$ cat src/hdl/rtll_pkg.sv
package rtll_pkg;

    // Table geometry
    localparam int TABLE_DEPTH = 32;
    localparam int RESULT_CAP  = 32;
    localparam int IDX_W       = (TABLE_DEPTH > 1) ? $clog2(TABLE_DEPTH) : 1;
    localparam int CNT_W       = $clog2(TABLE_DEPTH + 1);
    localparam int LIM_W       = 6;
    localparam int CAP_W       = $clog2(RESULT_CAP + 1);
    localparam int CMP_W0      = (CNT_W > LIM_W) ? CNT_W : LIM_W;
    localparam int CMP_W       = (CMP_W0 > CAP_W) ? CMP_W0 : CAP_W;

    // Request operation codes
    typedef enum logic [1:0] {
        FN_RECORD = 2'd0,
        FN_LOOKUP = 2'd1,
        FN_DUMP   = 2'd2,
        FN_CLEAR  = 2'd3
    } func_t;

    // Sequencer states
    typedef enum logic [1:0] {
        ST_IDLE,
        ST_SEARCH,
        ST_RESP,
        ST_DUMP
    } state_t;

    // Request transaction
    typedef struct packed {
        logic [1:0]        func;
        logic [7:0]        dev_key;
        logic [7:0]        sub_key_a;
        logic [7:0]        sub_key_b;
        logic [7:0]        route_channel;
        logic signed [7:0] route_slot;
        logic [31:0]       time_now;
        logic [LIM_W-1:0]  dump_limit;
    } in_item_t;

    // Response transaction
    typedef struct packed {
        logic              hit;
        logic [7:0]        out_dev;
        logic [7:0]        out_sub_a;
        logic [7:0]        out_sub_b;
        logic [7:0]        out_channel;
        logic signed [7:0] out_slot;
        logic [31:0]       out_seen;
        logic              last_row;
    } out_item_t;

    // One table entry: key and endpoint
    typedef struct packed {
        logic [7:0]        dev;
        logic [7:0]        sub_a;
        logic [7:0]        sub_b;
        logic [7:0]        channel;
        logic signed [7:0] slot;
        logic [31:0]       seen;
    } entry_t;

    // Table port controls from the sequencer
    typedef struct packed {
        logic             we;
        logic [IDX_W-1:0] waddr;
        entry_t           wdata;
        logic [IDX_W-1:0] raddr;
    } tbl_req_t;

    // Load strobe into the response register
    typedef struct packed {
        logic      load;
        out_item_t item;
    } out_load_t;

endpackage

$ cat src/hdl/rtll_table.sv
module rtll_table (
    input  logic              clk,
    input  rtll_pkg::tbl_req_t tbl,
    output rtll_pkg::entry_t   rd_data
);
    import rtll_pkg::*;

    entry_t mem_reg [TABLE_DEPTH];
    entry_t rd_data_reg;

    // Single write port
    always_ff @(posedge clk)
    begin
        if (tbl.we)
        begin
            mem_reg[tbl.waddr] <= tbl.wdata;
        end
    end

    // Registered read port
    always_ff @(posedge clk)
    begin
        rd_data_reg <= mem_reg[tbl.raddr];
    end

    assign rd_data = rd_data_reg;

endmodule

$ cat src/hdl/rtll_out.sv
module rtll_out (
    input  logic                clk,
    input  logic                rst_n,
    input  rtll_pkg::out_load_t load,
    output logic                slot_free,
    output logic                rsp_valid,
    input  logic                rsp_ready,
    output rtll_pkg::out_item_t rsp
);
    import rtll_pkg::*;

    logic      valid_reg;
    logic      valid_next;
    out_item_t data_reg;

    // Slot can take a new row when empty or draining this cycle
    assign slot_free = !valid_reg || rsp_ready;

    always_comb
    begin
        valid_next = valid_reg;
        if (load.load)
        begin
            valid_next = 1'b1;
        end
        else if (rsp_ready)
        begin
            valid_next = 1'b0;
        end
    end

    always_ff @(posedge clk or negedge rst_n)
    begin
        if (!rst_n)
        begin
            valid_reg <= 1'b0;
        end
        else
        begin
            valid_reg <= valid_next;
        end
    end

    always_ff @(posedge clk)
    begin
        if (load.load)
        begin
            data_reg <= load.item;
        end
    end

    assign rsp_valid = valid_reg;
    assign rsp       = data_reg;

endmodule

$ cat src/hdl/rtll_seq.sv
module rtll_seq (
    input  logic                clk,
    input  logic                rst_n,
    input  logic                req_valid,
    output logic                req_ready,
    input  rtll_pkg::in_item_t  req,
    input  rtll_pkg::entry_t    rd_data,
    input  logic                slot_free,
    output rtll_pkg::tbl_req_t  tbl,
    output rtll_pkg::out_load_t load
);
    import rtll_pkg::*;

    localparam logic [CNT_W-1:0] DEPTH_CNT = CNT_W'(TABLE_DEPTH);

    state_t           state_reg, state_next;
    logic [CNT_W-1:0] fill_reg, fill_next;
    logic [CNT_W-1:0] idx_reg, idx_next;
    logic [CNT_W-1:0] n_reg, n_next;
    in_item_t         req_reg, req_next;
    out_item_t        res_reg, res_next;

    logic [CNT_W-1:0] idx_inc;
    logic             key_eq;
    logic             match_here;
    logic             at_end;
    logic [CMP_W-1:0] fill_ext, lim_ext, cap_ext, min_a, dump_ext;
    logic [CNT_W-1:0] dump_n;
    entry_t           wr_entry;

    // Dump length: min of fill count, request limit and result cap
    always_comb
    begin
        fill_ext = CMP_W'(fill_reg);
        lim_ext  = CMP_W'(req.dump_limit);
        cap_ext  = CMP_W'(RESULT_CAP);
        min_a    = (fill_ext < lim_ext) ? fill_ext : lim_ext;
        dump_ext = (min_a < cap_ext) ? min_a : cap_ext;
        dump_n   = dump_ext[CNT_W-1:0];
    end

    // Shared key compare against the entry read last cycle
    assign idx_inc    = idx_reg + CNT_W'(1);
    assign key_eq     = (rd_data.dev == req_reg.dev_key) &&
                        (rd_data.sub_a == req_reg.sub_key_a) &&
                        (rd_data.sub_b == req_reg.sub_key_b);
    assign match_here = (idx_reg < n_reg) && key_eq;
    assign at_end     = (idx_inc >= n_reg);

    // Entry image written on record
    always_comb
    begin
        wr_entry.dev     = req_reg.dev_key;
        wr_entry.sub_a   = req_reg.sub_key_a;
        wr_entry.sub_b   = req_reg.sub_key_b;
        wr_entry.channel = req_reg.route_channel;
        wr_entry.slot    = req_reg.route_slot;
        wr_entry.seen    = req_reg.time_now;
    end

    assign req_ready = (state_reg == ST_IDLE);

    // Next state and datapath controls
    always_comb
    begin
        state_next = state_reg;
        fill_next  = fill_reg;
        idx_next   = idx_reg;
        n_next     = n_reg;
        req_next   = req_reg;
        res_next   = res_reg;
        tbl.we     = 1'b0;
        tbl.waddr  = idx_reg[IDX_W-1:0];
        tbl.wdata  = wr_entry;
        tbl.raddr  = '0;
        load.load  = 1'b0;
        load.item  = res_reg;

        case (state_reg)
            ST_IDLE:
            begin
                // entry 0 is read every idle cycle
                tbl.raddr = '0;
                if (req_valid)
                begin
                    req_next = req;
                    idx_next = '0;
                    case (req.func)
                        FN_RECORD, FN_LOOKUP:
                        begin
                            n_next     = fill_reg;
                            state_next = ST_SEARCH;
                        end
                        FN_DUMP:
                        begin
                            n_next = dump_n;
                            if (dump_n != '0)
                            begin
                                state_next = ST_DUMP;
                            end
                        end
                        FN_CLEAR:
                        begin
                            fill_next = '0;
                        end
                        default:
                        begin
                            state_next = ST_IDLE;
                        end
                    endcase
                end
            end

            ST_SEARCH:
            begin
                tbl.raddr = idx_inc[IDX_W-1:0];
                if (match_here)
                begin
                    if (req_reg.func == FN_RECORD)
                    begin
                        tbl.we     = 1'b1;
                        tbl.waddr  = idx_reg[IDX_W-1:0];
                        state_next = ST_IDLE;
                    end
                    else
                    begin
                        res_next             = '0;
                        res_next.hit         = 1'b1;
                        res_next.out_channel = rd_data.channel;
                        res_next.out_slot    = rd_data.slot;
                        res_next.out_seen    = rd_data.seen;
                        res_next.last_row    = 1'b1;
                        state_next           = ST_RESP;
                    end
                end
                else if (at_end)
                begin
                    if (req_reg.func == FN_RECORD)
                    begin
                        // append on a miss, drop when full
                        if (fill_reg < DEPTH_CNT)
                        begin
                            tbl.we    = 1'b1;
                            tbl.waddr = fill_reg[IDX_W-1:0];
                            fill_next = fill_reg + CNT_W'(1);
                        end
                        state_next = ST_IDLE;
                    end
                    else
                    begin
                        res_next          = '0;
                        res_next.last_row = 1'b1;
                        state_next        = ST_RESP;
                    end
                end
                else
                begin
                    idx_next = idx_inc;
                end
            end

            ST_RESP:
            begin
                if (slot_free)
                begin
                    load.load  = 1'b1;
                    load.item  = res_reg;
                    state_next = ST_IDLE;
                end
            end

            ST_DUMP:
            begin
                // hold the read address while the response slot is busy
                tbl.raddr = idx_reg[IDX_W-1:0];
                if (slot_free)
                begin
                    tbl.raddr             = idx_inc[IDX_W-1:0];
                    load.load             = 1'b1;
                    load.item.hit         = 1'b1;
                    load.item.out_dev     = rd_data.dev;
                    load.item.out_sub_a   = rd_data.sub_a;
                    load.item.out_sub_b   = rd_data.sub_b;
                    load.item.out_channel = rd_data.channel;
                    load.item.out_slot    = rd_data.slot;
                    load.item.out_seen    = rd_data.seen;
                    load.item.last_row    = (idx_inc == n_reg);
                    if (idx_inc == n_reg)
                    begin
                        state_next = ST_IDLE;
                    end
                    else
                    begin
                        idx_next = idx_inc;
                    end
                end
            end

            default:
            begin
                state_next = ST_IDLE;
            end
        endcase
    end

    // Control registers
    always_ff @(posedge clk or negedge rst_n)
    begin
        if (!rst_n)
        begin
            state_reg <= ST_IDLE;
            fill_reg  <= '0;
            idx_reg   <= '0;
            n_reg     <= '0;
        end
        else
        begin
            state_reg <= state_next;
            fill_reg  <= fill_next;
            idx_reg   <= idx_next;
            n_reg     <= n_next;
        end
    end

    // Payload registers
    always_ff @(posedge clk)
    begin
        req_reg <= req_next;
        res_reg <= res_next;
    end

endmodule

$ cat src/hdl/route_table_learn_and_lookup_core.sv
// Record/lookup: after the accept, entries are compared from index 0 up to the fill count
//   (at most 32), stopping at the first key match; a lookup then loads the response register.
// Dump: after the accept, one row per cycle while the response side keeps draining.
// The single table read port sets the one-entry-per-cycle pace, stalled only in a dump.
// Reset clears the sequencer, the fill count and the response valid; table contents
//   are left as is and are only ever used below the fill count.
module route_table_learn_and_lookup_core (
    input  logic                clk,
    input  logic                rst_n,
    input  logic                req_valid,
    output logic                req_ready,
    input  rtll_pkg::in_item_t  req,
    output logic                rsp_valid,
    input  logic                rsp_ready,
    output rtll_pkg::out_item_t rsp
);
    import rtll_pkg::*;

    tbl_req_t  tbl;
    entry_t    rd_data;
    out_load_t load;
    logic      slot_free;

    rtll_seq u_seq (
        .clk       (clk),
        .rst_n     (rst_n),
        .req_valid (req_valid),
        .req_ready (req_ready),
        .req       (req),
        .rd_data   (rd_data),
        .slot_free (slot_free),
        .tbl       (tbl),
        .load      (load)
    );

    rtll_table u_table (
        .clk     (clk),
        .tbl     (tbl),
        .rd_data (rd_data)
    );

    rtll_out u_out (
        .clk       (clk),
        .rst_n     (rst_n),
        .load      (load),
        .slot_free (slot_free),
        .rsp_valid (rsp_valid),
        .rsp_ready (rsp_ready),
        .rsp       (rsp)
    );

endmodule
$ cat config.mk
export PLATFORM = sky130hd
export DESIGN_NAME = route_table_learn_and_lookup_core
export DESIGN_NICKNAME = d
export VERILOG_FILES = /design/src/hdl/rtll_pkg.sv /design/src/hdl/rtll_table.sv /design/src/hdl/rtll_out.sv /design/src/hdl/rtll_seq.sv /design/src/hdl/route_table_learn_and_lookup_core.sv
export SDC_FILE = /design/constraint.sdc
export NUM_CORES = 2
export LEC_CHECK = 0
export BUFFER_PORTS_ARGS = -buffer_cell sky130_fd_sc_hd__buf_2
export CAP_MARGIN = 10
export CORE_MARGIN = 2
export CORE_UTILIZATION = 30
export DETAILED_ROUTE_END_ITERATION = 10
export GPL_TIMING_DRIVEN = 0
export SETUP_SLACK_MARGIN = 0.15
export SLEW_MARGIN = 20
export SYNTH_ARGS = -nofsm -noshare
export SYNTH_HDL_FRONTEND = slang
export SYNTH_SLANG_ARGS = --single-unit
$ cat constraint.sdc
create_clock -name clk -period 6.5 [get_ports clk]
set_input_delay 0 -clock clk [delete_from_list [all_inputs] [get_ports clk]]
set_output_delay 0 -clock clk [all_outputs]
set_load 0.01 [all_outputs]
==> key figures <==
Run status
  – Status: finished clean

Worst setup path
  – Worst R2R Start: u_seq.tbl[53]$_DFFE_PP_
  – Worst Path Arrival: between 6 and 7 ns
  – Crit start category: flip-flop
  – Worst Setup End Kind: flip-flop
  – CP cell instances: xnor2_1 -> nand4_1 -> nor2_1 -> nand4_1 -> clkinv_1 -> o31ai_1 -> nand4b_1 -> nor2_4 -> buf_16 -> buf_16 -> buf_12
  – Worst setup path start: u_seq.tbl[53]$_DFFE_PP_
  – Crit Path Class: reg2reg
  – Critical Path RT: approximately 7 ns
  – Top delay family on crit path: simple AND/OR/NAND/NOR gates
  – Slowest cell on the critical path: edfxtp_1
  – Slowest stage delay, CP: 1.03 ns
  – Critical Path Fanout Max: 33
  – Buf+Inv Stages, Crit Path: 4

Final layout
  – Post-route cell area: between 100000 and 150000 um^2
  – Nets: slightly below 8000
  – Area grow syn2layout: 20.8%
  – Fillers: around 31000
  – Layout cells sized above 1: about 12%
  – Footprint of the multi-input gates: approximately 22000 um^2
  – Register area: around 77000 um^2
  – Post-Layout Cell Count: 12400
  – Largest register FFs: approximately 2300

Synthesis
  – Avg Inst Size Synth: between 10 and 15 um^2
  – Syn Inst Count: about 7000
  – Async SR Flop Fraction: 0.810%
  – Leading area contributor after synthesis: edfxtp_1
  – Synth top area cells: edfxtp_1 (75%), nand2_1 (6.8%), nand3_1 (2.1%), and3_1 (1.6%), a31oi_1 (1.6%)
  – Synth unique cells: 60
  – Main synth FF type: edfxtp_1
  – Register area share after synthesis: approximately three quarters
  – EDFF count, synth: 2501
  – Post-synth top area share: approximately 75%
  – Total number of yosys warnings: 0
  – Post-synthesis register bit count: between 2000 and 3000
  – Mapped Area: about 100000 um^2
  – Syn nets: roughly 7100

Hold path
  – HP Start: req[78]
  – Hold Path Class: in2reg

Detailed routing
  – Total Routed Length: around 320000 um
  – Pre-antenna DRT Iters: 8
  – Average wire per standard cell: roughly 26 um
  – Via density: 5.23
  – Drt initial violations: approximately 8600
  – Antenna viol nets, final: 0
  – Via count: roughly 65000
  – DRC: 0

Clock tree
  – Worst-Skew Late Latency: about 0.94 ns
  – Longest Clk Path Bufs: 4
  – Cts bufs inserted: 291
  – H-tree lvl count: 5
  – Reg clk slew, reported paths: 0.06 ns
  – Clk root buf: clkbuf_16
  – Clk sinks: roughly 2600
  – CTS tree: yes

Global route
  – Via count of the first global-routing pass: roughly 63000
  – Gr usage total: a little under a fifth
  – Pin count of the biggest net entering global routing: 43
  – Grt total ovfl: 0
  – Initial antenna violation count: between 40 and 50
  – First-pass GRT wire length: approximately 460000 um

STA
  – Setup Viol. Count Final: 0
  – Hold violation count in the final report: 0
  – Tcrit/Tclk final: a little over nine tenths
  – Fin. max-slew vios: 0
  – Final TNS setup: 0 ns
  – RSZ-0062 raised after global routing: false
  – F_max: roughly 160 MHz
  – Worst hold-check slack: 0.0758 ns
  – Period minus WS final: slightly above 6 ns
  – Worst-margin pin slew: about 1.2 ns
  – Clk_skew: approximately 0.050 ns
  – Slew headroom: 19.9%

Pwr
  – Sequential power share: a little over two fifths
  – Maximum VDD drop: ~0.00031 V
  – Clk pwr share: between 30% and 40%
  – Pwr Density: slightly below 400 nW/um^2
  – Switching share of power: 33.4%
  – Leakage: 40.9 nW
  – Int Pwr: around 0.032 W
  – Combinational power share: about a quarter
  – Sw power: about 0.016 W

Placed design
  – Number of buffers added on ports: between 150 and 200
  – GPL Wtd Cong: roughly 0.87
  – Dpl cell area: 111000 um^2
  – Inst Count DP: approximately 12000
  – Dpl hpwl: between 200000 and 250000 um

Floorplanning
  – Die span in y: between 500 and 600 um
  – Cell row count: roughly 210
  – Die width: between 500 and 600 um
  – Starting Density: a little under a third
  – Ports: 160
  – Die area: approximately 340000 um^2
  – Core ar.: 333000 um^2

Job
  – Max-cap violations: 0
==> cell usage in the layout, fill, tap and decap left out, types with 74 or more instances in the layout <==
cell	Yosys	final
buf_2	99	261
a31oi_1	251	251
buf_12	0	77
clkbuf_1	331	378
nand3_1	413	413
mux2i_1	151	151
clkbuf_16	0	295
and2_1	77	76
and3_1	252	252
a211oi_1	74	74
o21ai_0	193	192
dlygate4sd3_1	0	167
edfxtp_1	2501	2501
o2111ai_1	124	124
nand2_1	1821	1821
a311oi_1	124	124
==> path summary, 6_finish.rpt <==
kind                            slack (ns)                                 to  cells past startpoint
worst max-delay path                  0.37  u_table.mem_reg[18][12]$_DFFE_PP_                     11
worst min-delay path                  0.08     u_seq.state_reg[0]$_DFFE_PN0P_                      4
worst max register to register        0.37  u_table.mem_reg[18][12]$_DFFE_PP_                     11
worst min register to register        0.50            u_out.rsp[15]$_DFFE_PP_                      2
max in group asynchronous             5.90         u_seq.n_reg[5]$_DFFE_PN0P_                      4
min in group asynchronous             0.24       u_seq.idx_reg[0]$_DFFE_PN0P_                      4
==> power by group through the flow <==
stage / Combinational [W] / Sequential [W] / Clock [W]
after floorplan: 0.00599 / 0.0208 / 0
after global placement: 0.0108 / 0.0214 / 0
after detailed placement: 0.0113 / 0.0213 / 0
after CTS: 0.0115 / 0.0209 / 0.0154
after global routing: 0.0126 / 0.0208 / 0.0160
final: 0.0120 / 0.0207 / 0.0152
==> metrics by stage <==
stage               util, %  setup slack [ns]  power [W]
finish                 36.4             0.374     0.0479
CTS                    36.2             0.370     0.0478
global route           36.4             0.257     0.0494
floorplan                 -             0.437     0.0267
detailed placement     33.2             0.361     0.0326
global placement       32.0             -4.91     0.0322
==> worst register-to-register path: stages, from the launching register on <==
cell	delay, ns
edfxtp_1	1.03
xnor2_1	0.36
nand4_1	0.26
nor2_1	0.12
nand4_1	0.22
clkinv_1	0.82
o31ai_1	0.65
nand4b_1	0.84
nor2_4	0.84
buf_16	0.23
buf_16	0.19
buf_12	0.23
==> kinds of logic (layout without fill, tap and decap cells) <==
family	after synthesis	after routing	synth area share [%]
other	0	25	0
multiplexers	245	245	2.83
XOR/XNOR	27	27	0.235
flip-flops	2594	2594	76.7
AND/OR/NAND/NOR	2684	2684	11.6
adder cells (fa/ha/maj)	19	19	0.236
AO/OA/AOI/OAI	931	931	6.50
buffers and inverters	490	1502	1.98
==> cell usage after synthesis, types with 9 or more instances <==
cell type     n
a21o_1       13
a211oi_1     74
o21ai_0     193
clkbuf_1    331
a311oi_1    124
mux2_2       70
nor2_1       46
a21oi_1      30
edfxtp_1   2501
a22oi_1      13
nand2b_1      9
mux4_2       24
o21ai_1       9
buf_1        28
and2_1       77
dfxtp_1      72
ha_1         19
nor3_1       14
dfrtp_1      21
nand4b_1     11
nand2_1    1821
a31oi_1     251
and3_1      252
inv_1        22
o2111ai_1   124
mux2i_1     151
a221oi_1     57
xnor2_1      26
nand3_1     413
nand4_1      20
buf_2        99
==> timing repair <==
item	4_1_cts	5_1_grt
resized for setup	0	0
buffers inserted	0	0
hold buffers	167	1
endpoints found under the hold margin	177	21
==> cell type report <==
class | instances | share of cell area, %
Antenna cell | 25 | 0.0515
Buffer | 466 | 1.60
Clock buffer | 377 | 6.39
Clock inverter | 117 | 0.691
Inverter | 24 | 0.0783
Multi-Input combinational cell | 3906 | 17.9
Sequential cell | 2594 | 63.5
Tap cell | 4387 | 4.52
Timing Repair Buffer | 518 | 5.30
==> per-layer routing <==
| metal | vias up | track usage, % | wire, um |
|---|---|---|---|
| met2 | 3472 | 29.0 | 146000 |
| met3 | 724 | 4.43 | 32700 |
| met5 | - | 0 | 91 |
| met4 | 14 | 9.74 | 18700 |
| met1 | 32700 | 24.0 | 127000 |
| li1 | 28100 | - | - |
(Power assumes the default switching activity.)
